--- src/rtl/lac_pkg.sv ---
// Shared constants, codes and pipeline types of the layer alpha compositor.
package lac_pkg;

    localparam int FB_DEPTH    = 65536;
    localparam int ADDR_W      = $clog2(FB_DEPTH);
    localparam int IDX_W       = 16;
    localparam int CH_W        = 8;
    localparam int PIX_W       = 4 * CH_W;
    localparam int GRAY_STEPS  = CH_W;
    localparam int DIV_STEPS   = CH_W;
    localparam int MIX_STAGES  = 4;
    localparam int LANES       = 4;
    localparam int ALPHA_LANE  = 3;
    localparam int CFG_W       = 9;

    localparam logic [15:0] OPAQUE_FX    = 16'd65280;
    localparam logic [8:0]  OPACITY_FULL = 9'd256;
    localparam logic [7:0]  ALPHA_FULL   = 8'd255;

    localparam logic [1:0] KIND_COLOUR = 2'd0;
    localparam logic [1:0] KIND_GRAY   = 2'd1;
    localparam logic [1:0] KIND_ENUM   = 2'd2;

    localparam logic [1:0] CFG_KIND       = 2'd0;
    localparam logic [1:0] CFG_OPACITY    = 2'd1;
    localparam logic [1:0] CFG_ENUM_COUNT = 2'd2;
    localparam logic [1:0] CFG_MASK       = 2'd3;

    localparam logic MODE_CLEAR = 1'b0;

    typedef enum logic [1:0] {
        RES_BLEND = 2'd0,
        RES_KEEP  = 2'd1,
        RES_ZERO  = 2'd2
    } res_sel_t;

    typedef struct packed {
        logic [IDX_W-1:0] idx;
        logic             wr;
        res_sel_t         sel;
        logic [PIX_W-1:0] keep;
    } tag_t;

    typedef struct packed {
        logic             valid;
        logic [IDX_W-1:0] idx;
    } track_t;

    // One item of the source pipeline while the enumeration gray is divided out.
    typedef struct packed {
        logic             valid;
        logic             mode;
        logic [IDX_W-1:0] idx;
        logic [2:0][7:0]  col;
        logic [7:0]       alpha;
        logic             skip;
        logic             use_gray;
        logic             gray_zero;
        logic             gray_sat;
        logic [15:0]      rem;
        logic [8:0]       dvsr;
        logic [7:0]       quo;
    } src_stage_t;

    typedef struct packed {
        logic             valid;
        logic             mode;
        logic [IDX_W-1:0] idx;
        logic [2:0][7:0]  col;
        logic [7:0]       alpha;
        logic             skip;
    } src_item_t;

    typedef struct packed {
        logic            valid;
        tag_t            tag;
        logic [2:0][7:0] cs;
        logic [2:0][7:0] cd;
        logic [7:0]      da;
        logic [15:0]     s;
    } p1_t;

    typedef struct packed {
        logic            valid;
        tag_t            tag;
        logic [2:0][7:0] cs;
        logic [2:0][7:0] cd;
        logic [23:0]     s255;
        logic [23:0]     dat;
    } p2_t;

    typedef struct packed {
        logic                   valid;
        tag_t                   tag;
        logic [23:0]            a;
        logic [LANES-1:0][31:0] rem;
        logic [LANES-1:0][7:0]  quo;
    } div_stage_t;

endpackage

--- src/rtl/lac_div.sv ---
// Three-lane restoring divider, one quotient bit per stage, for the colour channels.
module lac_div (
    input  logic                clk,
    input  logic                rst_n,
    input  logic                adv,
    input  lac_pkg::div_stage_t div_in,
    output lac_pkg::div_stage_t div_out,
    output lac_pkg::track_t     track [lac_pkg::DIV_STEPS]
);

    lac_pkg::div_stage_t stg_reg  [lac_pkg::DIV_STEPS];
    lac_pkg::div_stage_t stg_next [lac_pkg::DIV_STEPS];
    lac_pkg::div_stage_t prev     [lac_pkg::DIV_STEPS];
    logic [31:0]         dvsr_sh  [lac_pkg::DIV_STEPS][lac_pkg::ALPHA_LANE];

    assign prev[0] = div_in;

    for (genvar k = 1; k < lac_pkg::DIV_STEPS; k++)
    begin : g_link
        assign prev[k] = stg_reg[k-1];
    end

    // Colour lanes divide by A; the alpha quotient arrives ready and passes through.
    always_comb
    begin
        for (int k = 0; k < lac_pkg::DIV_STEPS; k++)
        begin
            stg_next[k] = prev[k];
            for (int l = 0; l < lac_pkg::ALPHA_LANE; l++)
            begin
                dvsr_sh[k][l] = 32'(prev[k].a) << (lac_pkg::DIV_STEPS - 1 - k);
                if (prev[k].rem[l] >= dvsr_sh[k][l])
                begin
                    stg_next[k].rem[l] = prev[k].rem[l] - dvsr_sh[k][l];
                    stg_next[k].quo[l][lac_pkg::DIV_STEPS-1-k] = 1'b1;
                end
            end
        end
    end

    always_ff @(posedge clk or negedge rst_n)
    begin
        if (!rst_n)
        begin
            for (int k = 0; k < lac_pkg::DIV_STEPS; k++)
            begin
                stg_reg[k] <= '0;
            end
        end
        else if (adv)
        begin
            for (int k = 0; k < lac_pkg::DIV_STEPS; k++)
            begin
                stg_reg[k] <= stg_next[k];
            end
        end
    end

    for (genvar k = 0; k < lac_pkg::DIV_STEPS; k++)
    begin : g_track
        assign track[k] = '{valid: stg_reg[k].valid, idx: stg_reg[k].tag.idx};
    end

    assign div_out = stg_reg[lac_pkg::DIV_STEPS-1];

endmodule

--- config.mk ---
export PLATFORM = sky130hd
export DESIGN_NAME = lac_div
export DESIGN_NICKNAME = d
export VERILOG_FILES = /design/src/rtl/lac_pkg.sv /design/src/rtl/lac_div.sv
export SDC_FILE = /design/constraint.sdc
export NUM_CORES = 2
export LEC_CHECK = 0
export ABC_CLOCK_PERIOD_IN_PS = 3600
export CAP_MARGIN = 10
export CORE_MARGIN = 4
export CORE_UTILIZATION = 51
export DETAILED_ROUTE_END_ITERATION = 6
export DONT_BUFFER_PORTS = 1
export GPL_TIMING_DRIVEN = 0
export PLACE_DENSITY_LB_ADDON = 0.25
export SLEW_MARGIN = 10
export SYNTH_ARGS = -nofsm -noshare
export SYNTH_HDL_FRONTEND = slang
export SYNTH_SLANG_ARGS = --single-unit
--- constraint.sdc ---
create_clock -name clk -period 3.6 [get_ports clk]
set_clock_uncertainty 0.05 [all_clocks]
set_input_delay 0.36 -clock clk [delete_from_list [all_inputs] [get_ports clk]]
set_output_delay 0.36 -clock clk [all_outputs]
set_load 0.005 [all_outputs]
[After elaboration in Yosys (flattened, before gate mapping)]
Index checks and enable logic that the tools add are counted.
Word-level totals
  bits in registers: 1888
  latch bits: 0
  memory bits (writable): 0
  bits in read-only memories: 0
  bits of input ports: 239
  output and inout bits: 372
  logic and storage cells: 208
  memories kept: 0
Cells by class
  $add $sub $neg: 24
  multipliers: 0
  div/mod/pow operators: 0
  order comparisons: 24
  equal/unequal tests: 0
  shift operators: 0
  mux-type cells: 48
  bitwise operators: 0
  reduce and logical (&&, ||, !) cells: 0
Operators by type and width (count)
  2-to-1 mux 32 bit: 24
  >= comparator 32 x 24 -> 1 bit: 3
  >= comparator 32 x 25 -> 1 bit: 3
  >= comparator 32 x 26 -> 1 bit: 3
  >= comparator 32 x 27 -> 1 bit: 3
  >= comparator 32 x 28 -> 1 bit: 3
  >= comparator 32 x 29 -> 1 bit: 3
  >= comparator 32 x 30 -> 1 bit: 3
  >= comparator 32 x 31 -> 1 bit: 3
  subtractor 32 x 24 -> 32 bit: 3
  subtractor 32 x 25 -> 32 bit: 3
  subtractor 32 x 26 -> 32 bit: 3
  subtractor 32 x 27 -> 32 bit: 3
  subtractor 32 x 28 -> 32 bit: 3
  subtractor 32 x 29 -> 32 bit: 3
  subtractor 32 x 30 -> 32 bit: 3
  subtractor 32 x 31 -> 32 bit: 3
  2-to-1 mux 1 bit: 24

[Depth between registers and ports, before layout]
  depth after elaboration: 2
  depth in mapped cells: 15
  mapped depth without buffers: 13

[Worst setup path before layout]
No wires, ideal clock.
  kind: register to register
  from: register stg_reg, in the netlist prev[1281]
  to: register stg_reg, in the netlist prev[1069]
  setup time: 0.123 ns
  arrival: 2.991 ns
  required time: 3.427 ns
  slack: 0.436 ns
  stages on the path, launching flop included: 14
  buffers on the path: 0
  clock period less this slack: 3.164 ns
  path through: dfrtp_1 > inv_1 > ha_1 > inv_1 > fa_1 > a21oi_1 > o21ai_1 > a311o_1 > a311oi_2 > o21bai_1 > a311o_1 > a21oi_1 > o211ai_1 > o221a_1
On the way
  longest elaborated chain between the ends: 2
  elaborated cells between the ends (all ways): 3
  classes of those cells: 1 x add/sub; 1 x order compare; 1 x mux
Ends and longest elaborated chain
  start, declared: line lac_div.sv:11  | lac_pkg::div_stage_t stg_reg [lac_pkg::DIV_STEPS];
  start signal, assigned by index: line lac_div.sv:54  | stg_reg[k] <= stg_next[k];
  subtractor 32 x 29 -> 32 bit or >= comparator 32 x 29 -> 1 bit (tied branches): line lac_div.sv:34, lac_div.sv:32
  2-to-1 mux 32 bit *: line lac_div.sv:32  | if (prev[k].rem[l] >= dvsr_sh[k][l])
Mark *: on every way between the ends. The rest lies on a longest branch, timed or not.
A chain may end at the register's enable or synchronous reset.

[Worst setup path after layout]
  from: register stg_reg, in the netlist dvsr_sh[410]
  to: register stg_reg, in the netlist prev[808]
On the way
  longest elaborated chain between the ends: 2
Ends and longest elaborated chain (line)
  >= comparator 32 x 28 -> 1 bit: lac_div.sv:32
  2-to-1 mux 32 bit: lac_div.sv:32
No other way between the ends.

==> flow_summary.yaml <==
critical_path:
  cp_max_fo: 10
  cp.required_ps: 4280
  r2r-end: "prev[808]$_DFFE_PN0P_"
  crit_path_start_kind: "flip-flop"
  critical_path_class: "flip-flop to flip-flop"
  reg2reg_from: "dvsr_sh[410]$_DFFE_PN0P_"
  ff2ff_setup_slack_ps: -40
  r2r_cells: 11
  cp.arrival_ps: 4320
  critPathCaptureType: "flip-flop"
synthesis:
  yosysWarnings: 0
  avgSynthCellArea_um2: 9.809
  synthArstFlopShare: 1.000
  synth_nets: 11880
  yosysSeqAreaShare: 0.4361
  ys.flop_type: "dfrtp_1"
  synthCells: 11040
  ys_types: 108
  netlist_area_um2: 108300
  synth-edff-count: 0
  ys_ff_latch: 1888
layout:
  area_growth_pct: 15.27
  drive_above_1_share: 0.1775
  layout.nets: 12460
  register_area_um2: 47260
  utilization: 0.5934
  multiInputGateArea_um2: 57610
  finalNonFillerCells: 14630
  final_common_cell: "dfrtp_1"
  mostFrequentLayoutCells: "dfrtp_1 (1877), nor2_1 (1096), a21oi_1 (1087)"
  n_fill_cell: 17590
cts:
  htreeDepth: 4
  cts_buffer_depth: 3
  path_clk_slew_ps: 60
  numCtsBuffers: 200
  cts.sinks: 1888
  ctsRootBufferMaster: "clkbuf_16"
  clk_latency_ps: 910
  cts_tree: "done"
timing:
  min_period_ps: 3644
  rsz0062_at_grt: "yes"
  fmax_ghz: 0.2745
  hold_viol_final: 0
  setup_violations: 2
  tightest_slew_ps: 1395
  final.period_utilization: 1.012
  timing.final.ws_setup_ps: -43.55
  setup_tns_ps: -45.01
  whs_ps: 29.76
  slew_violations: 0
  worst_slew_margin_rel: 0.07008
placed_design:
  pre_cts_slack_ps: -1632
  dp_cells: 13880
  dp_hpwl_um: 334400
  routabilityCongestion: 0.9970
  port_buffers: 0
die:
  die_x_um: 468.9
  core_um2: 210400
  fp-row-count: 168
  io_pins: 611
  die_height_um: 468.9
  start_util: 0.5148
  fp.dieArea_um2: 219800
job:
  drv_cap: 0
routing:
  routed_wirelength_um: 428200
  via_per_inst: 6.168
  drt_iter0_drc: 7954
  drt_first_pass_iters: 6
  vias: 90200
  drc: 0
  ant_nets: 0
  wire_per_inst_um: 29.28
status:
  violations: "negative setup slack"
  status: "complete, but fails checks"
power:
  max-vdd-ir-drop_uv: 658.9
  powerDensity_nw_per_um2: 872.1
  cellLeakagePower_nw: 53.68
global_routing:
  grt_antenna_before_repair: 31
  grt_pass1_wl_um: 612000
  grt_max_degree: 284
  grt_pass1_vias: 88880
  grtUsageTotal: 0.3795
  grt-ovfl-total: 0
worst_hold_path:
  holdPathEnd: "prev[1457]$_DFFE_PN0P_"
  hold_class: "input pin to flip-flop"
  hp-start: "div_in[41]"
  hold_path_depth: 4
==> final cells by class <==
cell class / count / area share
antenna: 31 / 0.0006213
buffer: 646 / 0.02672
clock buffer: 269 / 0.04497
clock inverter: 105 / 0.01245
inverter: 392 / 0.01292
multi-input combinational: 8103 / 0.4614
sequential: 1888 / 0.3785
tap: 2805 / 0.02811
timing repair buffer: 386 / 0.03434
==> metal layers <==
metal  wire length (um)  vias up  track usage
met4              35030       10       0.2548
met3              30050     1039      0.06908
met2             199000     3756       0.6196
met5                 71        -            0
li1                   -    40660            -
met1             164000    44740       0.4594
==> critical path: stages, from the launching register on <==
cell      delay (ps)
dfrtp_1          380
inv_1            420
ha_1             420
and3_1           220
nor2b_1          140
o31a_1           290
a311oi_2         280
and2_4           230
nand2_2          120
clkbuf_4         250
o211ai_1         530
o21ai_1          160
==> through the flow <==
stage	area [um2]	total power (W)
after global routing	124800	0.1154
after global placement	111800	0.08193
after detailed placement	112700	0.08321
final	124900	0.1089
after floorplan	108300	0.06805
after CTS	123500	0.1069
==> worst max path at each step <==
| stage | from | endpoint | slack [ps] | cells after the start |
|---|---|---|---|---|
| floorplan | prev[1281]$_DFFE_PN0P_ | prev[1069]$_DFFE_PN0P_ | 440 | 13 |
| detailed placement | dvsr_sh[388]$_DFFE_PN0P_ | prev[763]$_DFFE_PN0P_ | -1630 | 11 |
| finish | dvsr_sh[410]$_DFFE_PN0P_ | prev[808]$_DFFE_PN0P_ | -40 | 11 |
| CTS | dvsr_sh[402]$_DFFE_PN0P_ | prev[763]$_DFFE_PN0P_ | -50 | 13 |
| global placement | adv | prev[1431]$_DFFE_PN0P_ | -3380 | 6 |
| global route | dvsr_sh[402]$_DFFE_PN0P_ | prev[808]$_DFFE_PN0P_ | -90 | 12 |
==> registers in the layout, indices dropped and copies added, names as in the netlist <==
signal / cells
prev: 1365
div_out: 236
dvsr_sh: 168
track: 119
==> where the power goes <==
group / internal, W / switching (W)
Sequential: 0.0279 / 0.00732
Combinational: 0.0218 / 0.0297
Clock: 0.0128 / 0.00939
==> Yosys cell counts, types with 54 or more instances <==
master    count  area, um2
xnor2_1     282       2470
clkbuf_1    452       1697
nand4_1      99      619.3
ha_1        576       7207
o21ai_0     538       2693
nor2b_1      98      613.1
dfrtp_1    1888      47250
buf_2        54      270.3
a21oi_1    1116       5585
inv_1       390       1464
o211ai_1     70      525.5
nor3_1      146      730.7
buf_4       139       1044
and3_1       88      550.5
mux2i_1     236       2362
or3_1        82      513.0
nand2_1     785       2947
o21bai_1     71      533.0
nand2b_1     76      475.5
mux2_2     1011      11380
nand3_1     181      905.9
a211oi_1     81      608.1
a31oi_1     184       1151
a21o_1      279       2095
o21a_1      114      855.8
xor2_1      177       1550
nor2_1     1098       4121
==> what timing repair did <==
item	4_1_cts	5_1_grt
gates cloned	0	2
buffers inserted	50	49
pin swaps	11	39
hold buffers	243	2
resized for setup	218	184
setup endpoints to repair	563	713
endpoints found under the hold margin	866	2
==> cells by family (layout without fill, tap and decap cells) <==
family / Yosys count / count (layout) / synth area share
compound gates: 2878 / 2878 / 0.1630
xor+xnor: 459 / 459 / 0.03711
fa+ha+maj: 600 / 600 / 0.07097
buf+inv: 1052 / 1798 / 0.04204
flops: 1888 / 1888 / 0.4361
mux: 1247 / 1247 / 0.1269
other cells: 0 / 31 / 0
simple gates: 2919 / 2919 / 0.1239
No activity file was read; power rests on OpenSTA's default activity.
