[config.mk]
export PLATFORM = sky130hd
export DESIGN_NAME = lac_mix
export DESIGN_NICKNAME = d
export VERILOG_FILES = /design/src/rtl/lac_pkg.sv /design/src/rtl/lac_mix.sv
export SDC_FILE = /design/constraint.sdc
export NUM_CORES = 2
export LEC_CHECK = 0
export ABC_AREA = 1
export BUFFER_PORTS_ARGS = -buffer_cell sky130_fd_sc_hd__buf_2
export CAP_MARGIN = 20
export CORE_MARGIN = 2
export CORE_UTILIZATION = 41
export CTS_CLUSTER_DIAMETER = 40
export CTS_CLUSTER_SIZE = 12
export DETAILED_ROUTE_END_ITERATION = 10
export PLACE_DENSITY = 0.61
export SYNTH_ARGS = -nofsm -noshare
export SYNTH_HDL_FRONTEND = slang
export SYNTH_SLANG_ARGS = --single-unit
[constraint.sdc]
create_clock -name clk -period 7.5 [get_ports clk]
set_clock_uncertainty 0.1 [all_clocks]
set_input_delay 1.5 -clock clk [delete_from_list [all_inputs] [get_ports clk]]
set_output_delay 1.5 -clock clk [all_outputs]
set_load 0.005 [all_outputs]
[src/rtl/lac_pkg.sv]
// Shared constants, codes and pipeline types of the layer alpha compositor.
package lac_pkg;

    localparam int FB_DEPTH    = 65536;
    localparam int ADDR_W      = $clog2(FB_DEPTH);
    localparam int IDX_W       = 16;
    localparam int CH_W        = 8;
    localparam int PIX_W       = 4 * CH_W;
    localparam int GRAY_STEPS  = CH_W;
    localparam int DIV_STEPS   = CH_W;
    localparam int MIX_STAGES  = 4;
    localparam int LANES       = 4;
    localparam int ALPHA_LANE  = 3;
    localparam int CFG_W       = 9;

    localparam logic [15:0] OPAQUE_FX    = 16'd65280;
    localparam logic [8:0]  OPACITY_FULL = 9'd256;
    localparam logic [7:0]  ALPHA_FULL   = 8'd255;

    localparam logic [1:0] KIND_COLOUR = 2'd0;
    localparam logic [1:0] KIND_GRAY   = 2'd1;
    localparam logic [1:0] KIND_ENUM   = 2'd2;

    localparam logic [1:0] CFG_KIND       = 2'd0;
    localparam logic [1:0] CFG_OPACITY    = 2'd1;
    localparam logic [1:0] CFG_ENUM_COUNT = 2'd2;
    localparam logic [1:0] CFG_MASK       = 2'd3;

    localparam logic MODE_CLEAR = 1'b0;

    typedef enum logic [1:0] {
        RES_BLEND = 2'd0,
        RES_KEEP  = 2'd1,
        RES_ZERO  = 2'd2
    } res_sel_t;

    typedef struct packed {
        logic [IDX_W-1:0] idx;
        logic             wr;
        res_sel_t         sel;
        logic [PIX_W-1:0] keep;
    } tag_t;

    typedef struct packed {
        logic             valid;
        logic [IDX_W-1:0] idx;
    } track_t;

    // One item of the source pipeline while the enumeration gray is divided out.
    typedef struct packed {
        logic             valid;
        logic             mode;
        logic [IDX_W-1:0] idx;
        logic [2:0][7:0]  col;
        logic [7:0]       alpha;
        logic             skip;
        logic             use_gray;
        logic             gray_zero;
        logic             gray_sat;
        logic [15:0]      rem;
        logic [8:0]       dvsr;
        logic [7:0]       quo;
    } src_stage_t;

    typedef struct packed {
        logic             valid;
        logic             mode;
        logic [IDX_W-1:0] idx;
        logic [2:0][7:0]  col;
        logic [7:0]       alpha;
        logic             skip;
    } src_item_t;

    typedef struct packed {
        logic            valid;
        tag_t            tag;
        logic [2:0][7:0] cs;
        logic [2:0][7:0] cd;
        logic [7:0]      da;
        logic [15:0]     s;
    } p1_t;

    typedef struct packed {
        logic            valid;
        tag_t            tag;
        logic [2:0][7:0] cs;
        logic [2:0][7:0] cd;
        logic [23:0]     s255;
        logic [23:0]     dat;
    } p2_t;

    typedef struct packed {
        logic                   valid;
        tag_t                   tag;
        logic [23:0]            a;
        logic [LANES-1:0][31:0] rem;
        logic [LANES-1:0][7:0]  quo;
    } div_stage_t;

endpackage

[src/rtl/lac_mix.sv]
// Blend front end: source alpha, result selection, output alpha and the blend numerators.
module lac_mix (
    input  logic                      clk,
    input  logic                      rst_n,
    input  logic                      adv,
    input  lac_pkg::src_item_t        m_in,
    input  logic [lac_pkg::PIX_W-1:0] ram_rdata,
    input  logic [8:0]                alpha_scale,
    output lac_pkg::div_stage_t       div_in,
    output lac_pkg::track_t           track [lac_pkg::MIX_STAGES]
);

    lac_pkg::src_item_t  m_reg;
    lac_pkg::p1_t        p1_reg;
    lac_pkg::p1_t        p1_next;
    lac_pkg::p2_t        p2_reg;
    lac_pkg::p2_t        p2_next;
    lac_pkg::div_stage_t p3_reg;
    lac_pkg::div_stage_t p3_next;
    logic [8:0]          op_sat;
    logic [16:0]         s_prod;
    logic                in_range;
    logic [15:0]         t_val;
    logic [23:0]         a_val;
    logic [15:0]         a_hi;
    logic [16:0]         a_quo;

    // Source alpha S = alpha * opacity, in units of 1/65280.
    always_comb
    begin
        op_sat   = (alpha_scale > lac_pkg::OPACITY_FULL) ? lac_pkg::OPACITY_FULL
                                                         : alpha_scale;
        s_prod   = 17'(m_reg.alpha) * 17'(op_sat);
        in_range = {16'd0, m_reg.idx} < 32'(lac_pkg::FB_DEPTH);
        p1_next          = '0;
        p1_next.valid    = m_reg.valid;
        p1_next.tag.idx  = m_reg.idx;
        p1_next.tag.keep = ram_rdata;
        p1_next.cs       = m_reg.col;
        p1_next.cd       = {ram_rdata[23:16], ram_rdata[15:8], ram_rdata[7:0]};
        p1_next.da       = ram_rdata[31:24];
        p1_next.s        = s_prod[15:0];
        priority if (!in_range)
        begin
            p1_next.tag.sel = lac_pkg::RES_ZERO;
            p1_next.tag.wr  = 1'b0;
        end
        else if (m_reg.mode == lac_pkg::MODE_CLEAR)
        begin
            p1_next.tag.sel = lac_pkg::RES_ZERO;
            p1_next.tag.wr  = 1'b1;
        end
        else if (m_reg.skip || (s_prod == 17'd0))
        begin
            p1_next.tag.sel = lac_pkg::RES_KEEP;
            p1_next.tag.wr  = 1'b0;
        end
        else
        begin
            p1_next.tag.sel = lac_pkg::RES_BLEND;
            p1_next.tag.wr  = 1'b1;
        end
    end

    always_comb
    begin
        t_val         = lac_pkg::OPAQUE_FX - p1_reg.s;
        p2_next.valid = p1_reg.valid;
        p2_next.tag   = p1_reg.tag;
        p2_next.cs    = p1_reg.cs;
        p2_next.cd    = p1_reg.cd;
        p2_next.s255  = {p1_reg.s, 8'd0} - {8'd0, p1_reg.s};
        p2_next.dat   = 24'(p1_reg.da) * 24'(t_val);
    end

    // Output alpha numerator A, and per channel cs*S*255 + cd*da*(65280 - S).
    // The output alpha A / 65280 is (A / 256) / 255, and x / 255 is
    // (x + x / 256 + 1) / 256 for every x that A / 256 can reach.
    always_comb
    begin
        a_val         = p2_reg.s255 + p2_reg.dat;
        a_hi          = a_val[23:8];
        a_quo         = 17'(a_hi) + 17'(a_hi[15:8]) + 17'd1;
        p3_next.valid = p2_reg.valid;
        p3_next.tag   = p2_reg.tag;
        p3_next.a     = a_val;
        p3_next.quo   = '0;
        for (int l = 0; l < lac_pkg::ALPHA_LANE; l++)
        begin
            p3_next.rem[l] = 32'(p2_reg.cs[l]) * 32'(p2_reg.s255)
                           + 32'(p2_reg.cd[l]) * 32'(p2_reg.dat);
        end
        p3_next.rem[lac_pkg::ALPHA_LANE] = '0;
        p3_next.quo[lac_pkg::ALPHA_LANE] = a_quo[15:8];
    end

    always_ff @(posedge clk or negedge rst_n)
    begin
        if (!rst_n)
        begin
            m_reg  <= '0;
            p1_reg <= '0;
            p2_reg <= '0;
            p3_reg <= '0;
        end
        else if (adv)
        begin
            m_reg  <= m_in;
            p1_reg <= p1_next;
            p2_reg <= p2_next;
            p3_reg <= p3_next;
        end
    end

    assign div_in   = p3_reg;
    assign track[0] = '{valid: m_reg.valid,  idx: m_reg.idx};
    assign track[1] = '{valid: p1_reg.valid, idx: p1_reg.tag.idx};
    assign track[2] = '{valid: p2_reg.valid, idx: p2_reg.tag.idx};
    assign track[3] = '{valid: p3_reg.valid, idx: p3_reg.tag.idx};

endmodule

# Word-level counts from Yosys, hierarchy flattened
# Cells that the tools add are included.
[totals]
out_inout_bits = 304
ff_bits = 503
wordCells = 66
input_bits = 95
[op_classes]
addsub = 8
mul = 8
magnitude_cmp = 1
muxes = 3
reduce_logical = 2
[ops]
columns = ["operator", "count"]
rows = [
  ["multiplier 8 x 24 -> 32 bit", 6],
  ["adder 32 bit", 3],
  ["adder 24 bit", 1],
  ["multiplier 8 x 16 -> 24 bit", 1],
  ["subtractor 24 x 16 -> 24 bit", 1],
  ["zero test 17 bit", 1],
  ["multiplier 8 x 9 -> 17 bit", 1],
  ["adder 16 x 1 -> 16 bit (second input constant)", 1],
  ["adder 16 x 8 -> 16 bit", 1],
  ["subtractor 16 bit (first input constant)", 1],
  ["> comparator 9 bit (second input constant)", 1],
  ["two-way mux 9 bit", 1],
  ["two-way mux 3 bit", 2],
  ["logical OR 1 bit", 1],
]

# Longest topological paths before layout
[logic_depth]
ltp_word = 7
depth_mapped = 31
mapped_depth_nobuf = 31

# Worst setup path after synthesis
# No wires, ideal clock.
[synth_timing]
path_kind = "input to register"
start = "input alpha_scale[4]"
end = "register p1_reg[106] (netlist bit)"
required_time_ns = 7.283
cell_stages = 26
t_arrival_ns = 5.728
setup_time_ns = 0.117
n_path_buf = 0
slack_ns = 1.555
cell_sequence = "nor2_1 nand3_1 o21ai_0 inv_1 nor2_1 inv_1 nor2_1 fa_1 fa_1 fa_1 inv_1 fa_1 inv_1 ha_1 a21oi_1 inv_1 o21ai_0 nand4_1 nand2_1 nand2_1 nor2_1 nand4_1 nand2_1 nand2_1 nand2_1 nand2_1"
[synth_via]
elab_chain_len = 7
[synth_rtl]
columns = ["element", "line", "text"]
rows = [
  ["start, declared", "lac_mix.sv:8", "input logic [8:0] alpha_scale,"],
  ["> comparator 9 bit", "lac_mix.sv:31", "op_sat = (alpha_scale > lac_pkg::OPACITY_FULL) ? lac_pkg::OPACITY_FULL"],
  ["two-way mux 9 bit *", "lac_mix.sv:31", ""],
  ["multiplier 8 x 9 -> 17 bit *", "lac_mix.sv:33", "s_prod = 17'(m_reg.alpha) * 17'(op_sat);"],
  ["zero test 17 bit *", "lac_mix.sv:53", "else if (m_reg.skip || (s_prod == 17'd0))"],
  ["logical OR 1 bit *", "lac_mix.sv:53", ""],
  ["two-way mux 3 bit *", "lac_mix.sv:53", ""],
  ["two-way mux 3 bit *", "lac_mix.sv:48", "else if (m_reg.mode == lac_pkg::MODE_CLEAR)"],
  ["end signal, assigned", "lac_mix.sv:109", "p1_reg <= p1_next;"],
  ["end, declared", "lac_mix.sv:14", "lac_pkg::p1_t p1_reg;"],
]
# Every way passes the cells marked *; elsewhere a longest branch is shown, timed or not.
# A chain may end at the register's enable or synchronous reset.

# Worst setup path in the final report
[layout_timing]
start = "register p2_reg[30] (netlist bit)"
end = "register p3_reg (netlist bit div_in[120])"
[layout_via]
elab_chain_len = 2
[layout_rtl]
columns = ["element", "line", "text"]
rows = [
  ["start, declared", "lac_mix.sv:16", "lac_pkg::p2_t p2_reg;"],
  ["start signal, assigned", "lac_mix.sv:110", "p2_reg <= p2_next;"],
  ["multiplier 8 x 24 -> 32 bit", "lac_mix.sv:90", "p3_next.rem[l] = 32'(p2_reg.cs[l]) * 32'(p2_reg.s255)"],
  ["adder 32 bit", "lac_mix.sv:91", "+ 32'(p2_reg.cd[l]) * 32'(p2_reg.dat);"],
  ["end signal, assigned", "lac_mix.sv:111", "p3_reg <= p3_next;"],
  ["end, declared", "lac_mix.sv:18", "lac_pkg::div_stage_t p3_reg;"],
]
# No other way between the ends.

==> run_results.csv <==
group,metric,value,unit
cells_and_area,fin_nets,9686,
sta,period_minus_slack,7.10,ns
drt,vias,50598,
place,dp.final_hpwl,153000,µm
clock_tree,cts_resized,0,
place,place_congestion,0.925,
cells_and_area,seq_area,11200,µm²
synthesis,ys_warn_count,0,
drt,first_pass_iters,6,
synthesis,synth.largest_area_cell,"fa_1",
clock_tree,cts_buffer_depth,3,
sta,worstMarginPinSlew,1.21,ns
sta,final_hold_viol_count,0,
worst_setup_path,end_kind,"register",
worst_setup_path,worstSetupPathType,"reg2reg",
synthesis,synthCells,8009,
synthesis,ys_types,56,
synthesis,post-synth-top-area-fraction,34.5,%
global_routing,grt_pass1_vias,55066,
sta,maxSlewViolCount,0,
drt,viasPerCell,4.93,
die,initial_core_util,41.1,%
sta,rsz0062_at_grt,"no",
worst_setup_path,arrival,7.60,ns
worst_hold_path,hp-class,"reg2reg",
clock_tree,postCtsSetupBuffers,0,
drt,ant_nets,0,
cells_and_area,area_growth,10.8,%
drt,wl_per_cell,18.6,µm
global_routing,grt_pass1_wl,305000,µm
synthesis,ys_ff_latch,447,
status,run_status,"complete, no violations",
clock_tree,clock-sinks,447,
worst_setup_path,crit_path_start_kind,"register",
cells_and_area,fillCellCount,15320,
sta,fin_crit_sh,94.7,%
die,coreArea,154000,µm²
die,rows,144,
clock_tree,path_clk_slew,0.06,ns
die,die_y,396,µm
clock_tree,cts_max_level,3,
worst_setup_path,path_max_fanout,14,
cells_and_area,drive_gt1_share,9.63,%
synthesis,synth_commonest_cells,"nand2_1 (2406), inv_1 (1835), fa_1 (1087), dfrtp_1 (447), clkbuf_1 (389)",
place,io_buffers,342,
synthesis,synthTopCellsByArea,"fa_1 (34%), dfrtp_1 (18%), nand2_1 (14%)",
clock_tree,cts_tree,"yes",
flow_run,max-cap-violations,0,
global_routing,track_usage,24.9,%
synthesis,synth_area,63100,µm²
clock_tree,clk_latency,0.72,ns
cells_and_area,multiInputGateArea,42700,µm²
sta,setup_viol,0,
global_routing,antenna_found_initial,5,
synthesis,synthFlopType,"dfrtp_1",
global_routing,overflow,0,
sta,fin_setup_tns,0,ns
synthesis,synth.avg_cell_area,7.88,µm²
clock_tree,cts_buffers,91,
sta,fmax,0.141,GHz
worst_setup_path,crit_required,8.00,ns
clock_tree,clockRootBuffer,"clkbuf_16",
die,dieWidth,396,µm
die,pin_count,399,
worst_setup_path,reg2reg_setup_slack,0.40,ns
synthesis,synth_most_common_cell,"nand2_1",
synthesis,async_flop_share,100,%
synthesis,synth_edf_count,0,
sta,slew_headroom,19.2,%
synthesis,yosysSeqAreaShare,17.7,%
die,dieArea,157000,µm²
global_routing,grt_max_degree,181,
drt,drc,0,
clock_tree,hold_buffers,0,
drt,drtIter0Drc,3227,
drt,wirelength,191000,µm
cells_and_area,largest_reg_flops,180,
==> through the flow <==
| step | setup slack (ns) | std cells | hold slack [ns] | area (µm²) | utilization [%] |
|---|---|---|---|---|---|
| 2_1_floorplan | 1.55 | 8064 | 0.342 | 63300 | - |
| 3_3_place_gp | 0.473 | 10097 | 0.355 | 66600 | 43.4 |
| 3_5_place_dp | 0.533 | 10097 | 0.356 | 66600 | 43.4 |
| 4_1_cts | 0.513 | 10267 | 0.369 | 69900 | 45.5 |
| 5_1_grt | 0.225 | 10270 | 0.387 | 69900 | 45.6 |
| 6_report | 0.396 | 10272 | 0.361 | 69900 | 45.6 |
==> cells in the final DEF, fill, tap and decap left out, types with 11 or more instances in the layout <==
cell and instances:
or2_2 24, o21bai_1 16, a31oi_1 24, ha_1 357, nor3_1 29, clkbuf_16 91
dfrtp_1 444, xnor2_1 54, xor2_1 49, nand3b_1 14, a21o_1 18, fa_1 1087
nor2_1 305, buf_12 12, nand2_2 24, inv_1 1834, nand3_1 122, o21ai_1 11
clkinv_2 18, nand2_1 2406, a21oi_1 145, nand4_1 34, inv_2 14, o21ai_0 367
nor2_2 11, conb_1 56, bufinv_16 12, buf_2 340, buf_4 161
==> final timing paths <==
path / startpoint / endpoint / cells past startpoint
worst min-delay path: div_in[218] / div_in[218] / 2
worst max-delay path: p2_reg[30] / div_in[120] / 21
worst max register to register: p2_reg[30] / div_in[120] / 21
max in group asynchronous: rst_n / m_reg[6] / 2
worst min register to register: div_in[218] / div_in[218] / 2
min in group asynchronous: rst_n / p2_reg[84] / 1
==> critical path, cell delays in order, from the launching register on <==
cell      delay (ns)
dfrtp_1         1.14
nand2_1         0.20
fa_1            0.54
fa_1            0.51
inv_1           0.05
fa_1            0.54
inv_1           0.05
fa_1            0.53
fa_1            0.45
fa_1            0.50
inv_1           0.05
ha_1            0.36
a21oi_1         0.35
o21ai_0         0.28
o21bai_1        0.24
a21oi_1         0.32
inv_1           0.14
nor2_1          0.12
o21bai_1        0.10
or2_0           0.21
nand3_1         0.10
nand2_1         0.07
==> layout make-up <==
type / count / area share, %
sequential: 447 / 16.0
antenna: 4 / 0.0143
inverter: 1850 / 9.95
multi-input combinational: 5241 / 61.1
timing repair buffer: 516 / 4.59
clock inverter: 63 / 1.22
tap: 2044 / 3.66
clock buffer: 107 / 3.48
==> logic make-up after synthesis <==
logic type / synth area share [%]
adder cells (fa/ha/maj): 41.5
XOR/XNOR: 1.50
buffers and inverters: 14.9
AND/OR/NAND/NOR: 18.9
AO/OA/AOI/OAI: 5.46
flip-flops: 17.7
other: 0.00594
==> per-layer routing <==
metal	up-vias	track usage, %	part of all wire (%)
met3	401	3.75	5.2
met2	1427	44.3	51
met1	25368	30.2	40
met4	4	9.86	4.1
met5	-	0	0.014
li1	23398	-	-
Power is left out: the tool's default activity adds up to more than one toggle a clock period on the data nets, which glitch-free logic cannot reach.
