File: config.mk
export PLATFORM = sky130hd
export DESIGN_NAME = lac_src
export DESIGN_NICKNAME = d
export VERILOG_FILES = /design/src/rtl/lac_pkg.sv /design/src/rtl/lac_src.sv
export SDC_FILE = /design/constraint.sdc
export NUM_CORES = 1
export LEC_CHECK = 0
export BUFFER_PORTS_ARGS = -buffer_cell sky130_fd_sc_hd__buf_2
export CAP_MARGIN = 20
export CORE_MARGIN = 10
export CORE_UTILIZATION = 30
export CTS_CLUSTER_SIZE = 20
export DETAILED_ROUTE_END_ITERATION = 10
export HOLD_SLACK_MARGIN = 0.05
export PLACE_DENSITY = 0.45
export SLEW_MARGIN = 20
export SYNTH_ARGS = -nofsm -noshare
export SYNTH_HDL_FRONTEND = slang
export SYNTH_SLANG_ARGS = --single-unit
export TNS_END_PERCENT = 10
File: constraint.sdc
create_clock -name clk -period 2.14 [get_ports clk]
set_input_delay 0.428 -clock clk [delete_from_list [all_inputs] [get_ports clk]]
set_output_delay 0.428 -clock clk [all_outputs]
set_load 0.01 [all_outputs]
File: src/rtl/lac_pkg.sv
// Shared constants, codes and pipeline types of the layer alpha compositor.
package lac_pkg;

    localparam int FB_DEPTH    = 65536;
    localparam int ADDR_W      = $clog2(FB_DEPTH);
    localparam int IDX_W       = 16;
    localparam int CH_W        = 8;
    localparam int PIX_W       = 4 * CH_W;
    localparam int GRAY_STEPS  = CH_W;
    localparam int DIV_STEPS   = CH_W;
    localparam int MIX_STAGES  = 4;
    localparam int LANES       = 4;
    localparam int ALPHA_LANE  = 3;
    localparam int CFG_W       = 9;

    localparam logic [15:0] OPAQUE_FX    = 16'd65280;
    localparam logic [8:0]  OPACITY_FULL = 9'd256;
    localparam logic [7:0]  ALPHA_FULL   = 8'd255;

    localparam logic [1:0] KIND_COLOUR = 2'd0;
    localparam logic [1:0] KIND_GRAY   = 2'd1;
    localparam logic [1:0] KIND_ENUM   = 2'd2;

    localparam logic [1:0] CFG_KIND       = 2'd0;
    localparam logic [1:0] CFG_OPACITY    = 2'd1;
    localparam logic [1:0] CFG_ENUM_COUNT = 2'd2;
    localparam logic [1:0] CFG_MASK       = 2'd3;

    localparam logic MODE_CLEAR = 1'b0;

    typedef enum logic [1:0] {
        RES_BLEND = 2'd0,
        RES_KEEP  = 2'd1,
        RES_ZERO  = 2'd2
    } res_sel_t;

    typedef struct packed {
        logic [IDX_W-1:0] idx;
        logic             wr;
        res_sel_t         sel;
        logic [PIX_W-1:0] keep;
    } tag_t;

    typedef struct packed {
        logic             valid;
        logic [IDX_W-1:0] idx;
    } track_t;

    // One item of the source pipeline while the enumeration gray is divided out.
    typedef struct packed {
        logic             valid;
        logic             mode;
        logic [IDX_W-1:0] idx;
        logic [2:0][7:0]  col;
        logic [7:0]       alpha;
        logic             skip;
        logic             use_gray;
        logic             gray_zero;
        logic             gray_sat;
        logic [15:0]      rem;
        logic [8:0]       dvsr;
        logic [7:0]       quo;
    } src_stage_t;

    typedef struct packed {
        logic             valid;
        logic             mode;
        logic [IDX_W-1:0] idx;
        logic [2:0][7:0]  col;
        logic [7:0]       alpha;
        logic             skip;
    } src_item_t;

    typedef struct packed {
        logic            valid;
        tag_t            tag;
        logic [2:0][7:0] cs;
        logic [2:0][7:0] cd;
        logic [7:0]      da;
        logic [15:0]     s;
    } p1_t;

    typedef struct packed {
        logic            valid;
        tag_t            tag;
        logic [2:0][7:0] cs;
        logic [2:0][7:0] cd;
        logic [23:0]     s255;
        logic [23:0]     dat;
    } p2_t;

    typedef struct packed {
        logic                   valid;
        tag_t                   tag;
        logic [23:0]            a;
        logic [LANES-1:0][31:0] rem;
        logic [LANES-1:0][7:0]  quo;
    } div_stage_t;

endpackage

File: src/rtl/lac_src.sv
// Source pipeline: input register and bit-per-stage division for enumeration gray.
module lac_src (
    input  logic                      clk,
    input  logic                      rst_n,
    input  logic                      adv,
    input  logic                      in_valid,
    input  logic                      mode,
    input  logic [lac_pkg::IDX_W-1:0] pixel_index,
    input  logic [7:0]                src_red,
    input  logic [7:0]                src_green,
    input  logic [7:0]                src_blue,
    input  logic [7:0]                src_alpha,
    input  logic [7:0]                data_value,
    input  logic [7:0]                mask_alpha,
    input  logic [1:0]                layer_kind,
    input  logic [8:0]                enum_count,
    input  logic                      mask_present,
    output lac_pkg::src_item_t        src_out
);

    lac_pkg::src_stage_t stg_reg  [lac_pkg::GRAY_STEPS+1];
    lac_pkg::src_stage_t stg_next [lac_pkg::GRAY_STEPS+1];
    logic [15:0]         dvsr_sh  [lac_pkg::GRAY_STEPS+1];
    logic [8:0]          n_eff;
    logic [7:0]          gray;

    always_comb
    begin
        n_eff = (enum_count == 9'd0) ? 9'd1 : enum_count;
        stg_next[0]           = '0;
        stg_next[0].valid     = in_valid;
        stg_next[0].mode      = mode;
        stg_next[0].idx       = pixel_index;
        stg_next[0].rem       = 16'({8'd0, data_value} * 16'd255);
        stg_next[0].dvsr      = n_eff - 9'd1;
        stg_next[0].gray_zero = (n_eff == 9'd1);
        stg_next[0].gray_sat  = ({1'b0, stg_next[0].rem[15:8]} >= stg_next[0].dvsr);
        dvsr_sh[0]            = '0;
        unique case (layer_kind)
            lac_pkg::KIND_COLOUR:
            begin
                stg_next[0].col   = {src_blue, src_green, src_red};
                stg_next[0].alpha = src_alpha;
            end
            lac_pkg::KIND_ENUM:
            begin
                stg_next[0].col      = '0;
                stg_next[0].alpha    = lac_pkg::ALPHA_FULL;
                stg_next[0].use_gray = 1'b1;
                stg_next[0].skip     = mask_present && (mask_alpha == 8'd0);
            end
            default:
            begin
                // Grayscale data layer; the unused kind code behaves the same.
                stg_next[0].col   = {data_value, data_value, data_value};
                stg_next[0].alpha = lac_pkg::ALPHA_FULL;
                stg_next[0].skip  = mask_present && (mask_alpha == 8'd0);
            end
        endcase

        for (int k = 1; k <= lac_pkg::GRAY_STEPS; k++)
        begin
            stg_next[k] = stg_reg[k-1];
            dvsr_sh[k]  = {7'd0, stg_reg[k-1].dvsr} << (lac_pkg::GRAY_STEPS - k);
            if (stg_reg[k-1].rem >= dvsr_sh[k])
            begin
                stg_next[k].rem                         = stg_reg[k-1].rem - dvsr_sh[k];
                stg_next[k].quo[lac_pkg::GRAY_STEPS-k]  = 1'b1;
            end
        end
    end

    always_ff @(posedge clk or negedge rst_n)
    begin
        if (!rst_n)
        begin
            for (int k = 0; k <= lac_pkg::GRAY_STEPS; k++)
            begin
                stg_reg[k] <= '0;
            end
        end
        else if (adv)
        begin
            for (int k = 0; k <= lac_pkg::GRAY_STEPS; k++)
            begin
                stg_reg[k] <= stg_next[k];
            end
        end
    end

    always_comb
    begin
        priority if (stg_reg[lac_pkg::GRAY_STEPS].gray_zero)
        begin
            gray = 8'd0;
        end
        else if (stg_reg[lac_pkg::GRAY_STEPS].gray_sat)
        begin
            gray = lac_pkg::ALPHA_FULL;
        end
        else
        begin
            gray = stg_reg[lac_pkg::GRAY_STEPS].quo;
        end
        src_out.valid = stg_reg[lac_pkg::GRAY_STEPS].valid;
        src_out.mode  = stg_reg[lac_pkg::GRAY_STEPS].mode;
        src_out.idx   = stg_reg[lac_pkg::GRAY_STEPS].idx;
        src_out.alpha = stg_reg[lac_pkg::GRAY_STEPS].alpha;
        src_out.skip  = stg_reg[lac_pkg::GRAY_STEPS].skip;
        src_out.col   = stg_reg[lac_pkg::GRAY_STEPS].use_gray ? {gray, gray, gray}
                                                              : stg_reg[lac_pkg::GRAY_STEPS].col;
    end

endmodule

### Yosys cells after proc, flatten, opt, wreduce, memory -nomap -nowiden

Cells that the tools add are included.

| storage, ports and cells | value |
|---|---|
| register bits after elaboration | 722 |
| input bits | 81 |
| output and inout bits | 51 |
| word-level logic and storage cells | 169 |

| cells by class | value |
|---|---|
| reductions and logical operators | 4 |
| magnitude comparators | 9 |
| add/subtract/negate cells | 8 |
| multipliers | 1 |
| eq/ne operators | 2 |
| multiplexer cells | 22 |

Operator list:

| operator | count |
|---|---|
| $mux W16 | 7 |
| $pmux W32 S2 | 1 |
| $mux W24 | 1 |
| $ge A16 B10 Y1 | 1 |
| $ge A16 B11 Y1 | 1 |
| $ge A16 B12 Y1 | 1 |
| $ge A16 B13 Y1 | 1 |
| $ge A16 B14 Y1 | 1 |
| $ge A16 B15 Y1 | 1 |
| $ge A16 B16 Y1 | 1 |
| $ge A16 B9 Y1 | 1 |
| $mul A8 B8 Y16 const B | 1 |
| $mux W8 | 2 |
| $sub A16 B10 Y16 | 1 |
| $sub A16 B11 Y16 | 1 |
| $sub A16 B12 Y16 | 1 |
| $sub A16 B13 Y16 | 1 |
| $sub A16 B14 Y16 | 1 |
| $sub A16 B15 Y16 | 1 |
| $sub A16 B16 Y16 | 1 |
| $mux W1 | 10 |
| $eq A9 B1 Y1 const B | 1 |
| $ge A8 B9 Y1 | 1 |
| $logic_not A9 Y1 | 1 |
| other kinds (6) | 6 |

### Longest topological paths before layout

Gate-level depths: netlist (run 1).

| logic depth | value |
|---|---|
| word-level depth | 4 |
| mapped depth | 21 |
| gate-level depth less buffers | 21 |

### Worst setup path before layout (run 1)

No wires, ideal clock.

| path | value |
|---|---|
| path kind | in2reg |
| start | input data_value[6] |
| end | register stg_reg (netlist bit stg_next[642]) |
| setup slack | -2.811 ns |
| library setup time | 0.120 ns |
| stages | 17 |
| buffers on the path | 0 |
| data required time | 2.020 ns |
| data arrival time | 4.830 ns |
| cells stage by stage | inv_1 fa_1 fa_1 fa_1 fa_1 inv_1 ha_1 or3_1 o2111ai_1 a21boi_1 nor3_1 nor2_1 ha_1 a211o_1 a211oi_1 o311ai_0 nor2b_1 |

RTL lines:

| item | line | RTL |
|---|---|---|
| start, declared | lac_src.sv:13 | `input logic [7:0] data_value,` |
| end signal, assigned by index | lac_src.sv:86 | `stg_reg[k] <= stg_next[k];` |
| end, declared | lac_src.sv:21 | `lac_pkg::src_stage_t stg_reg [lac_pkg::GRAY_STEPS+1];` |

==> summary.md, run 1 <==
| Metric | Value |
|---|---|
| Layout cell share with drive strength beyond 1 | 0.4128 |
| Mapped Nets | 3035 |
| Ranking of synthesized cells by area | dfrtp_1 54%, mux2_2 17%, ha_1 4.4% |
| IO buf count | 131 |
| Clock skew | 0.02277 ns |
| Largest net degree at the start of global routing | 111 |
| Residual DRC | 0 |
| H-tree Lvls | 3 |
| Area leader, netlist | dfrtp_1 |
| Placed Instance Area | 38960 um^2 |
| Initial Util | 0.3020 |
| Clk sink count | slightly above 700 |
| Crit end category | flip-flop |
| Slowest stage cell, crit path | fa_1 |
| Post-DP HPWL | 59.31 mm |
| Mapped Area | 33420 um^2 |
| Longest Clk Path Bufs | 3 |
| Post-Route WL | 81.16 mm |
| Global-route wire length before repair | between 100 and 150 mm |
| Area grow syn2layout | 29.32% |
| Setup ws final | -2.093 ns |
| Nets | 3587 |
| WP data required | 2.65 ns |
| TNS Setup | -23.63 ns |
| Critical path peak fanout | 4 |
| # IOs | 132 |
| Die area | between 100000 and 150000 um^2 |
| Design area | 43220 um^2 |
| Routing usage on met3 | 0.02422 |
| TritonCTS clock tree | built |
| Via-per-instance ratio | 4.578 |
| Top cell type's share of synthesized area | 0.5406 |
| Total power | 59.36 mW |
| Leak | 18.94 nW |
| Worst-path clk slew | roughly 0.06 ns |
| Number of global-route vias before repair | approximately 24000 |
| Routed len/inst | 16.57 um |
| Num CTS Buffers | about 80 |
| Top FF cell, synth | dfrtp_1 |
| Place WS | -2.925 ns |
| Die W | 353.8 um |
| Inst Count DP | 4704 |
| Outcome | finished, violations left |
| Fillers | approximately 11000 |
| Busiest layer in global routing | met2 |
| Rel. slew slack | 0.5908 |
| Met2 usage | 0.2080 |
| Number of synthesized register bits | between 700 and 800 |
| Synth async-reset ratio | 1.000 |
| YS warnings | 0 |
| ANT cells | 0 |
| CP Cell Sequence | buf_8 -> fa_1 -> fa_1 -> fa_1 -> inv_1 -> fa_1 -> inv_2 -> ha_4 -> or3_4 -> o2111ai_2 -> a21boi_2 -> o21a_1 -> nor2_1 -> ha_1 -> a211o_1 -> a21oi_1 -> o311ai_1 -> nor2b_1 |
| Sequential fraction of the synthesis area | 0.5406 |
| FP Rows | 122 |
| Via count | 22430 |
| Failing checks | setup timing |
| Netlist cell types | 63 |
| Root Driver | clkbuf_16 |
| CP Data Arrival Time | 4.75 ns |
| RSZ-0062 raised after global routing | yes |
| # Max-Cap Violations | 0 |
| Critical path class | in2reg |
| Core area | 110700 um^2 |
| Syn avg cell area | approximately 12 um^2 |
| Total track usage | 0.1282 |
| Fin crit share | 1.978 |
| Power Density | 1373 nW/um^2 |
| Post-Syn Instances | 2800 |
| Startpoint Class | input pin |
| CP most frequent cell | fa_1 |
| GR Util met1 | 0.1726 |
| Max Fclk | 0.2363 GHz |
| Antenna-violating nets left | 0 |
| DRT iter0 DRCs | 1223 |
| Number of enable flip-flop cells after synthesis | 0 |
| Max-slew violation count | 0 |
| Tightest Hold Check Type | in2reg |
| Clock latency on the worst-skew pair | 0.64 ns |
| Worst Tran Pin Value | 0.6138 ns |
| Pre-Repair DR Iteration Count | 7 |
| Endpoints failing setup | 87 |
| Die height | between 300 and 400 um |
| Initial antenna violation count | 3 |
| Final min period | 4.233 ns |
| Largest register FFs | 460 |
| Final cell count without fillers | 4899 |
| Endpoints failing hold | 0 |
| GPL Wtd Cong | 0.8277 |
| Worst path max stage delay | 0.58 ns |
| GR Overflow Total | 0 |
| Maximum VDD drop | 0.6628 mV |
cell families after synthesis:
| group | Yosys count | share of synthesized area |
|---|---|---|
| compound gates | 469 | 0.08239 |
| mux | 551 | 0.1840 |
| buf+inv | 334 | 0.04095 |
| simple gates | 512 | 0.07120 |
| flops | 722 | 0.5406 |
| xor+xnor | 58 | 0.01520 |
| fa+ha+maj | 154 | 0.06574 |
repair_timing:
item / CTS / global route
pin swaps: 51 / 51
setup buffers: 14 / 23
resized for setup: 150 / 114
endpoints found under the setup margin: 120 / 121
hold buffers: 22 / 0
endpoints found under the hold margin: 252 / 0
per-stage QoR:
step	hold WS (ns)	utilization
after floorplan	0.1324	-
after global placement	0.2746	0.3520
after detailed placement	0.2730	0.3520
after CTS	0.05198	0.3848
after global routing	0.07520	0.3906
final	0.09690	0.3906
worst max-delay path: cells and delay by family:
family / cells / cell delay [ns]
fa+ha+maj: 6 / 2.44
compound gates: 6 / 1.02
simple gates: 3 / 0.64
buf+inv: 3 / 0.21
synthesized netlist by cell type, drive strengths merged, types with 13 or more instances:
master,count
ha,118
mux2i,45
dfrtp,722
buf,42
or3,13
inv,183
o21a,14
nor2,170
nor3,20
nand2,162
xnor2,43
nand3,32
nand2b,15
clkbuf,109
mux2,506
a31oi,25
o21ai,177
nor2b,18
xor2,15
and2,16
fa,36
a21oi,151
path summary, 6_finish.rpt:
| path | start | endpoint | slack (ns) | cells after the start |
|---|---|---|---|---|
| worst min-delay path | src_green[2] | stg_next[664]$_DFFE_PN0P_ | 0.1 | 3 |
| max in group asynchronous | rst_n | stg_next[599]$_DFFE_PN0P_ | 0.99 | 4 |
| worst min register to register | dvsr_sh[72]$_DFFE_PN0P_ | dvsr_sh[55]$_DFFE_PN0P_ | 0.48 | 2 |
| min in group asynchronous | rst_n | stg_next[36]$_DFFE_PN0P_ | 0.24 | 2 |
| worst max register to register | stg_reg[632]$_DFFE_PN0P_ | stg_reg[554]$_DFFE_PN0P_ | -0.24 | 10 |
| worst max-delay path | data_value[4] | stg_next[642]$_DFFE_PN0P_ | -2.09 | 18 |
report_power, final:
group	internal [mW]	switching, mW	total, mW
combinational	13.7	11.5	25.2
clock	8.48	5.72	14.2
sequential	17.6	2.40	20.0
metal layers:
layer	vias to the layer above	routed length, um
li1	10870	-
met2	264	38100
met1	11170	38370
met5	-	0
met3	124	2572
met4	0	2112
cell usage in the layout (no fill, tap or decap), types with 10 or more instances in the layout:
| cell type | instances |
|---|---|
| nor2b_1 | 16 |
| xnor2_1 | 38 |
| dfrtp_1 | 721 |
| a21oi_2 | 13 |
| ha_4 | 23 |
| buf_2 | 122 |
| a21o_1 | 11 |
| o21ai_1 | 26 |
| clkbuf_1 | 13 |
| fa_2 | 11 |
| and2_1 | 15 |
| clkbuf_16 | 82 |
| mux2i_2 | 10 |
| o21ai_0 | 138 |
| xor2_1 | 13 |
| o21ai_2 | 12 |
| o21a_1 | 14 |
| clkbuf_8 | 12 |
| buf_6 | 33 |
| nand2_1 | 160 |
| nor3_1 | 17 |
| a21oi_1 | 133 |
| or3_1 | 10 |
| mux2i_1 | 34 |
| a31oi_1 | 25 |
| fa_1 | 25 |
| inv_2 | 24 |
| buf_4 | 410 |
| nand2b_1 | 13 |
| inv_1 | 157 |
| nor2_1 | 164 |
| mux2_2 | 500 |
| nand3_1 | 28 |
| dlygate4sd3_1 | 22 |
| buf_12 | 26 |
| clkinv_2 | 18 |
| ha_1 | 91 |
| o31a_1 | 10 |
area by class of cell:
| class | count | area (um^2) | share of cell area |
|---|---|---|---|
| multi-input combinational | 1744 | 14950 | 0.3458 |
| sequential | 722 | 18070 | 0.4180 |
| clock inverter | 35 | 480.5 | 0.01112 |
| clock buffer | 107 | 2266 | 0.05242 |
| timing repair buffer | 620 | 4906 | 0.1135 |
| tap | 1488 | 1862 | 0.04307 |
| inverter | 183 | 694.4 | 0.01607 |
Power figures use the tool's default switching activity.
==> run 2: changes to the inputs <==
--- a/config.mk
+++ b/config.mk
@@ -12,7 +12,7 @@
 export CTS_CLUSTER_SIZE = 20
 export DETAILED_ROUTE_END_ITERATION = 10
 export HOLD_SLACK_MARGIN = 0.05
-export PLACE_DENSITY = 0.45
+export PLACE_DENSITY = 0.44
 export SLEW_MARGIN = 20
 export SYNTH_ARGS = -nofsm -noshare
 export SYNTH_HDL_FRONTEND = slang
==> constraint.sdc (replaced) <==
create_clock -name clk -period 4.1 [get_ports clk]
set_input_delay 0.82 -clock clk [delete_from_list [all_inputs] [get_ports clk]]
set_output_delay 0.82 -clock clk [all_outputs]
set_load 0.01 [all_outputs]
==> summary.md, run 2 (synthesis gave the netlist of run 1 again) <==
| Metric | Value |
|---|---|
| FP Rows | 122 (unchanged) |
| Fin crit share | 1.150 |
| Max-slew violation count | 0 (unchanged) |
| Commonest non-fill, non-tap cell in the layout | dfrtp_1 |
| RSZ-0062 raised after global routing | yes |
| H-tree Lvls | 3 (unchanged) |
| Startpoint Class | input pin |
| Place WS | -1.470 ns (+1.454 ns) |
| Largest net degree at the start of global routing | 141 (+27%) |
| Clock skew | 0.02594 ns (+0.003172 ns) |
| Maximum VDD drop | 0.3857 mV (-42%) |
| GR Overflow Total | 0 (unchanged) |
| ANT cells | 0 (unchanged) |
| Hold_ws | 0.1887 ns (+0.09181 ns) |
| Endpoints failing hold | 0 (unchanged) |
| Initial antenna violation count | 6 (+3) |
| CP Data Arrival Time | 5.22 ns (+0.47 ns) |
| Number of global-route vias before repair | 22170 (-6.6%) |
| TritonCTS clock tree | built |
| Post-Route WL | 76.38 mm (-5.9%) |
| Total track usage | 0.1222 (-0.005945) |
| Die height | 353.8 um (unchanged) |
| Via count | 21150 (-5.7%) |
| Routed len/inst | 16.95 um (+2.3%) |
| CP Cell Sequence | buf_2 -> fa_2 -> xor2_1 -> ha_2 -> fa_1 -> inv_1 -> fa_1 -> inv_2 -> ha_4 -> o21a_1 -> o31a_1 -> o2111ai_4 -> a21boi_2 -> o21a_1 -> nor2_1 -> ha_1 -> a211o_1 -> a211oi_2 -> o311ai_1 -> nor2b_1 |
| Pre-Repair DR Iteration Count | 7 (unchanged) |
| Nets | 3187 (-11%) |
| TNS Setup | -0.6816 ns (+22.95 ns) |
| Worst path max stage delay | 0.59 ns (about the same) |
| Design area | 39010 um^2 (-9.7%) |
| Critical path peak fanout | 4 (unchanged) |
| Global-route wire length before repair | 126.3 mm (-4.6%) |
| Crit end category | flip-flop |
| Failing checks | setup timing |
| Num CTS Buffers | 83 (+2.5%) |
| Critical path class | in2reg |
| Layout cell share with drive strength beyond 1 | 0.2897 (-0.1231) |
| Die W | 353.8 um (unchanged) |
| Tightest Hold Check Type | in2async |
| Final min period | 4.714 ns |
| Post-DP HPWL | 54.05 mm (-8.9%) |
| Placed Instance Area | 36140 um^2 (-7.2%) |
| Most frequent cells in the layout | 722 x dfrtp_1, 505 x mux2_2, 179 x inv_1 |
| Clk sink count | 722 (unchanged) |
| GPL Wtd Cong | 0.8046 (-2.8%) |
| Fin util | 0.3525 (-0.03804) |
| Area grow syn2layout | 16.73% |
| Slowest stage cell, crit path | fa_2 |
| Rel. slew slack | 0.3944 (-0.1964) |
| Outcome | finished, violations left |
| Die area | 125200 um^2 (unchanged) |
| Fillers | 10960 (+3.0%) |
| Initial Util | 0.3020 (unchanged) |
| Worst-path clk slew | 0.06 ns (about the same) |
| IO buf count | 131 (unchanged) |
| Longest Clk Path Bufs | 3 (unchanged) |
| Antenna-violating nets left | 0 (unchanged) |
| Residual DRC | 0 (unchanged) |
| DRT iter0 DRCs | 1190 (-2.7%) |
| Worst Tran Pin Value | 0.8855 ns (+0.2717 ns) |
| # Max-Cap Violations | 0 (unchanged) |
| Power Density | 706.8 nW/um^2 (-49%) |
| # IOs | 132 (unchanged) |
| Via-per-instance ratio | 4.694 (+2.5%) |
| Clock latency on the worst-skew pair | 0.63 ns (about the same) |
| Endpoints failing setup | 3 (-97%) |
| Leak | 16.83 nW (-11%) |
| Max Fclk | 0.2121 GHz |
| Largest register FFs | 460 (unchanged) |
| Core area | 110700 um^2 (unchanged) |
| Root Driver | clkbuf_16 |
| Setup ws final | -0.6139 ns (+1.479 ns) |
| WP data required | 4.61 ns (+1.96 ns) |
| # hold bufs at CTS | 0 (-100%) |
## run 2: final timing paths
check / start / endpoint / depth (start not counted) / slack, ns
hold / removal: rst_n / dvsr_sh[1]$_DFFE_PN0P_ / 1 / 0.19
max in group asynchronous: rst_n / stg_next[248]$_DFFE_PN0P_ / 2 / 2.96
min in group clk: pixel_index[12] / stg_next[690]$_DFFE_PN0P_ / 2 / 0.43
hold reg to reg: stg_next[48]$_DFFE_PN0P_ / stg_reg[48]$_DFFE_PN0P_ / 2 / 0.47
setup / recovery: data_value[0] / stg_next[642]$_DFFE_PN0P_ / 20 / -0.61
setup reg to reg: dvsr_sh[68]$_DFFE_PN0P_ / stg_reg[370]$_DFFE_PN0P_ / 8 / 1.20
## run 2: routing by layer
metal / global-route usage / routed length [um]
met2: 0.1916 / 34710
met1: 0.1705 / 36960
met5: 0 / 34
met4: 0.03542 / 1906
met3: 0.02288 / 2768
## run 2: stage by stage
stage	cells	total power, mW
2_1_floorplan	2800	17.10
3_3_place_gp	4351	19.89
3_5_place_dp	4351	20.08
4_1_cts	4505	28.01
5_1_grt	4505	29.74
6_report	4505	27.57
## run 2: layout make-up
| class | count | area (um^2) | area share |
|---|---|---|---|
| Clock inverter | 22 | 301.5 | 0.007729 |
| Sequential cell | 722 | 18070 | 0.4631 |
| Clock buffer | 128 | 2490 | 0.06382 |
| Timing Repair Buffer | 218 | 1521 | 0.03900 |
| Tap cell | 1488 | 1862 | 0.04772 |
| Inverter | 183 | 694.4 | 0.01780 |
| Multi-Input combinational cell | 1744 | 14080 | 0.3608 |
## run 2: where the power goes
| group | switching (mW) | internal [mW] | total (mW) | leakage [nW] |
|---|---|---|---|---|
| clock network | 2.96 | 4.56 | 7.53 | 1.38 |
| registers | 1.40 | 9.18 | 10.6 | 8.41 |
| logic | 4.80 | 4.67 | 9.47 | 7.05 |
| total | 9.17 | 18.4 | 27.6 | 16.8 |
## run 2: critical path, delay by kind of cell
| kind | cells | cell delay, ns |
|---|---|---|
| xor gates and xnor gates | 1 | 0.15 |
| adders and majority gates | 6 | 2.40 |
| AOI/OAI and AO/OA | 8 | 1.42 |
| buffers and inverters | 3 | 0.23 |
| and+or+nand+nor | 2 | 0.20 |
## run 2: repair_timing
item	in CTS	in global routing
endpoints found under the setup margin	2	5
resized for setup	8	2
buffers inserted	4	0
pin swaps	15	1
==> run 3: changes to the inputs <==
--- a/config.mk
+++ b/config.mk
@@ -9,6 +9,7 @@
 export CAP_MARGIN = 20
 export CORE_MARGIN = 10
 export CORE_UTILIZATION = 30
+export CTS_BUF_LIST = sky130_fd_sc_hd__clkbuf_8 sky130_fd_sc_hd__clkbuf_16
 export CTS_CLUSTER_SIZE = 20
 export DETAILED_ROUTE_END_ITERATION = 10
 export HOLD_SLACK_MARGIN = 0.05
==> summary.md, run 3 (synthesis gave the netlist of run 1 again) <==
| Metric | Value |
|---|---|
| Outcome | finished, violations left |
| Failing checks | setup timing |
| Longest Clk Path Bufs | 3 (unchanged) |
| CP Data Arrival Time | 5.22 ns (about the same) |
| GR Util met1 | 0.1705 (about the same) |
| Nets | 3187 (unchanged) |
| Area grow syn2layout | 16.73% (unchanged) |
| Post-DP HPWL | 54.05 mm (unchanged) |
| # Max-Cap Violations | 0 (unchanged) |
| Die W | 353.8 um (unchanged) |
| Residual DRC | 0 (unchanged) |
| Clock latency on the worst-skew pair | 0.63 ns (about the same) |
| Max Fclk | 0.2120 GHz (about the same) |
| Root Driver | clkbuf_16 |
| TNS Setup | -0.6863 ns (-0.004779 ns) |
| Final cell count without fillers | 4505 (unchanged) |
| Die area | 125200 um^2 (unchanged) |
| Via-per-instance ratio | 4.686 (-0.17%) |
| DRT iter0 DRCs | 1140 (-4.2%) |
| Worst Tran Pin Value | 0.8852 ns (-0.0003080 ns) |
| Routing usage on met3 | 0.02288 (unchanged) |
| TritonCTS clock tree | built |
| GR Overflow Total | 0 (unchanged) |
| Startpoint Class | input pin |
| R2R Setup Slk | 1.19 ns (about the same) |
| Crit path buf inv count | 3 (unchanged) |
| Endpoints failing hold | 0 (unchanged) |
| Levels on crit path | 20 (unchanged) |
| Initial Util | 0.3020 (unchanged) |
| Routed len/inst | 16.95 um (about the same) |
| Inst Count DP | 4351 (unchanged) |
| Pre-Repair DR Iteration Count | 5 (-2) |
| GPL Wtd Cong | 0.8046 (unchanged) |
| R2r endpoint | stg_reg[370]$_DFFE_PN0P_ |
| Antenna-violating nets left | 0 (unchanged) |
| Global-route wire length before repair | 126.3 mm (unchanged) |
| Maximum VDD drop | 0.3855 mV (about the same) |
| Post-Route WL | 76.34 mm (about the same) |
| Busiest layer in global routing | met2 |
| WP data required | 4.61 ns (about the same) |
| Worst reg2reg startpoint | dvsr_sh[68]$_DFFE_PN0P_ |
| Max-slew violation count | 0 (unchanged) |
| Place WS | -1.470 ns (unchanged) |
| Num CTS Buffers | 83 (unchanged) |
| Final min period | 4.716 ns (+0.002472 ns) |
| Endpoints failing setup | 3 (unchanged) |
| Worst Setup EP | stg_next[642]$_DFFE_PN0P_ |
| Slowest stage cell, crit path | fa_2 |
| Commonest non-fill, non-tap cell in the layout | dfrtp_1 |
| Reg2reg path depth | 8 (unchanged) |
| Via count | 21110 (-0.17%) |
| Initial antenna violation count | 6 (unchanged) |
| Met2 usage | 0.1916 (unchanged) |
| Largest register FFs | 460 (unchanged) |
| Most frequent cells in the layout | 722 x dfrtp_1, 505 x mux2_2, 203 x inv_1 |
| IO buf count | 131 (unchanged) |
| Worst-path clk slew | 0.06 ns (about the same) |
| Clock skew | 0.02599 ns (+0.00004740 ns) |
| Layout cell share with drive strength beyond 1 | 0.2897 (unchanged) |
| CP Cell Sequence | buf_2 -> fa_2 -> xor2_1 -> ha_2 -> fa_1 -> inv_1 -> fa_1 -> inv_2 -> ha_4 -> o21a_1 -> o31a_1 -> o2111ai_4 -> a21boi_2 -> o21a_1 -> nor2_1 -> ha_1 -> a211o_1 -> a211oi_2 -> o311ai_1 -> nor2b_1 |
| Leak | 16.93 nW (+0.59%) |
| FP Rows | 122 (unchanged) |
| Crit end category | flip-flop |
| ANT cells | 0 (unchanged) |
| H-tree Lvls | 3 (unchanged) |
| Die height | 353.8 um (unchanged) |
| RSZ-0062 raised after global routing | yes |
| Number of global-route vias before repair | 22170 (-0.014%) |
| Setup ws final | -0.6164 ns (-0.002472 ns) |
| Tightest Hold Check Type | in2async |
| # IOs | 132 (unchanged) |
| Largest net degree at the start of global routing | 141 (unchanged) |
| Critical path peak fanout | 4 (unchanged) |
| Total track usage | 0.1222 (about the same) |
| Core area | 110700 um^2 (unchanged) |
| Clk sink count | 722 (unchanged) |
| Power Density | 705.2 nW/um^2 (-0.23%) |
| Worst path max stage delay | 0.59 ns (about the same) |
| Critical path class | in2reg |
| Hold_ws | 0.1881 ns (-0.0005640 ns) |
| CP top delay family | adder cells |
| Fin crit share | 1.150 (about the same) |
| Rel. slew slack | 0.3946 (about the same) |
| Start point of the critical path | data_value[0] |
==> run 3: stage by stage <==
step                      instance area, um^2  power, mW    util
after floorplan                         33470      17.10       -
after global placement                  36140      19.89  0.3265
after detailed placement                36140      20.08  0.3265
after CTS                               39010      27.95  0.3525
after global routing                    39010      29.68  0.3525
final                                   39010      27.51  0.3525
==> run 3: routing by layer <==
metal | wire (um) | part of all wire | vias to the layer above
met4 | 1932 | 0.025 | 6
met2 | 34760 | 0.46 | 335
met3 | 2834 | 0.037 | 114
li1 | - | - | 10070
met1 | 36780 | 0.48 | 10590
met5 | 34 | 0.00045 | -
==> run 3: final cells by class <==
cell class | count | area [um^2]
Fill cell | 10960 | 71660
Sequential cell | 722 | 18070
Multi-Input combinational cell | 1744 | 14080
Clock buffer | 104 | 2400
Tap cell | 1488 | 1862
Timing Repair Buffer | 218 | 1521
Inverter | 183 | 694.4
Clock inverter | 46 | 391.6
==> run 3: power by group <==
part / internal (mW) / switching [mW] / total, mW
Clock: 4.50 / 2.97 / 7.47
Sequential: 9.18 / 1.40 / 10.6
Combinational: 4.67 / 4.80 / 9.47
Total: 18.3 / 9.16 / 27.5
==> run 3: worst min-delay path by stage <==
stage | start | end | slack [ns] | cells past startpoint
3_5_place_dp | dvsr_sh[20]$_DFFE_PN0P_ | dvsr_sh[3]$_DFFE_PN0P_ | 0.47 | 2
5_1_grt | rst_n | stg_reg[285]$_DFFE_PN0P_ | 0.21 | 1
4_1_cts | rst_n | stg_reg[285]$_DFFE_PN0P_ | 0.18 | 1
2_1_floorplan | stg_next[45]$_DFFE_PN0P_ | stg_reg[45]$_DFFE_PN0P_ | 0.45 | 2
6_report | rst_n | dvsr_sh[1]$_DFFE_PN0P_ | 0.19 | 1
3_3_place_gp | stg_next[67]$_DFFE_PN0P_ | stg_reg[67]$_DFFE_PN0P_ | 0.47 | 2
==> run 3: timing repair <==
action,4_1_cts,5_1_grt
pin swaps,15,1
resized for setup,8,2
gates cloned,0,0
hold buffers,0,0
setup endpoints to repair,2,5
buffers inserted,4,0
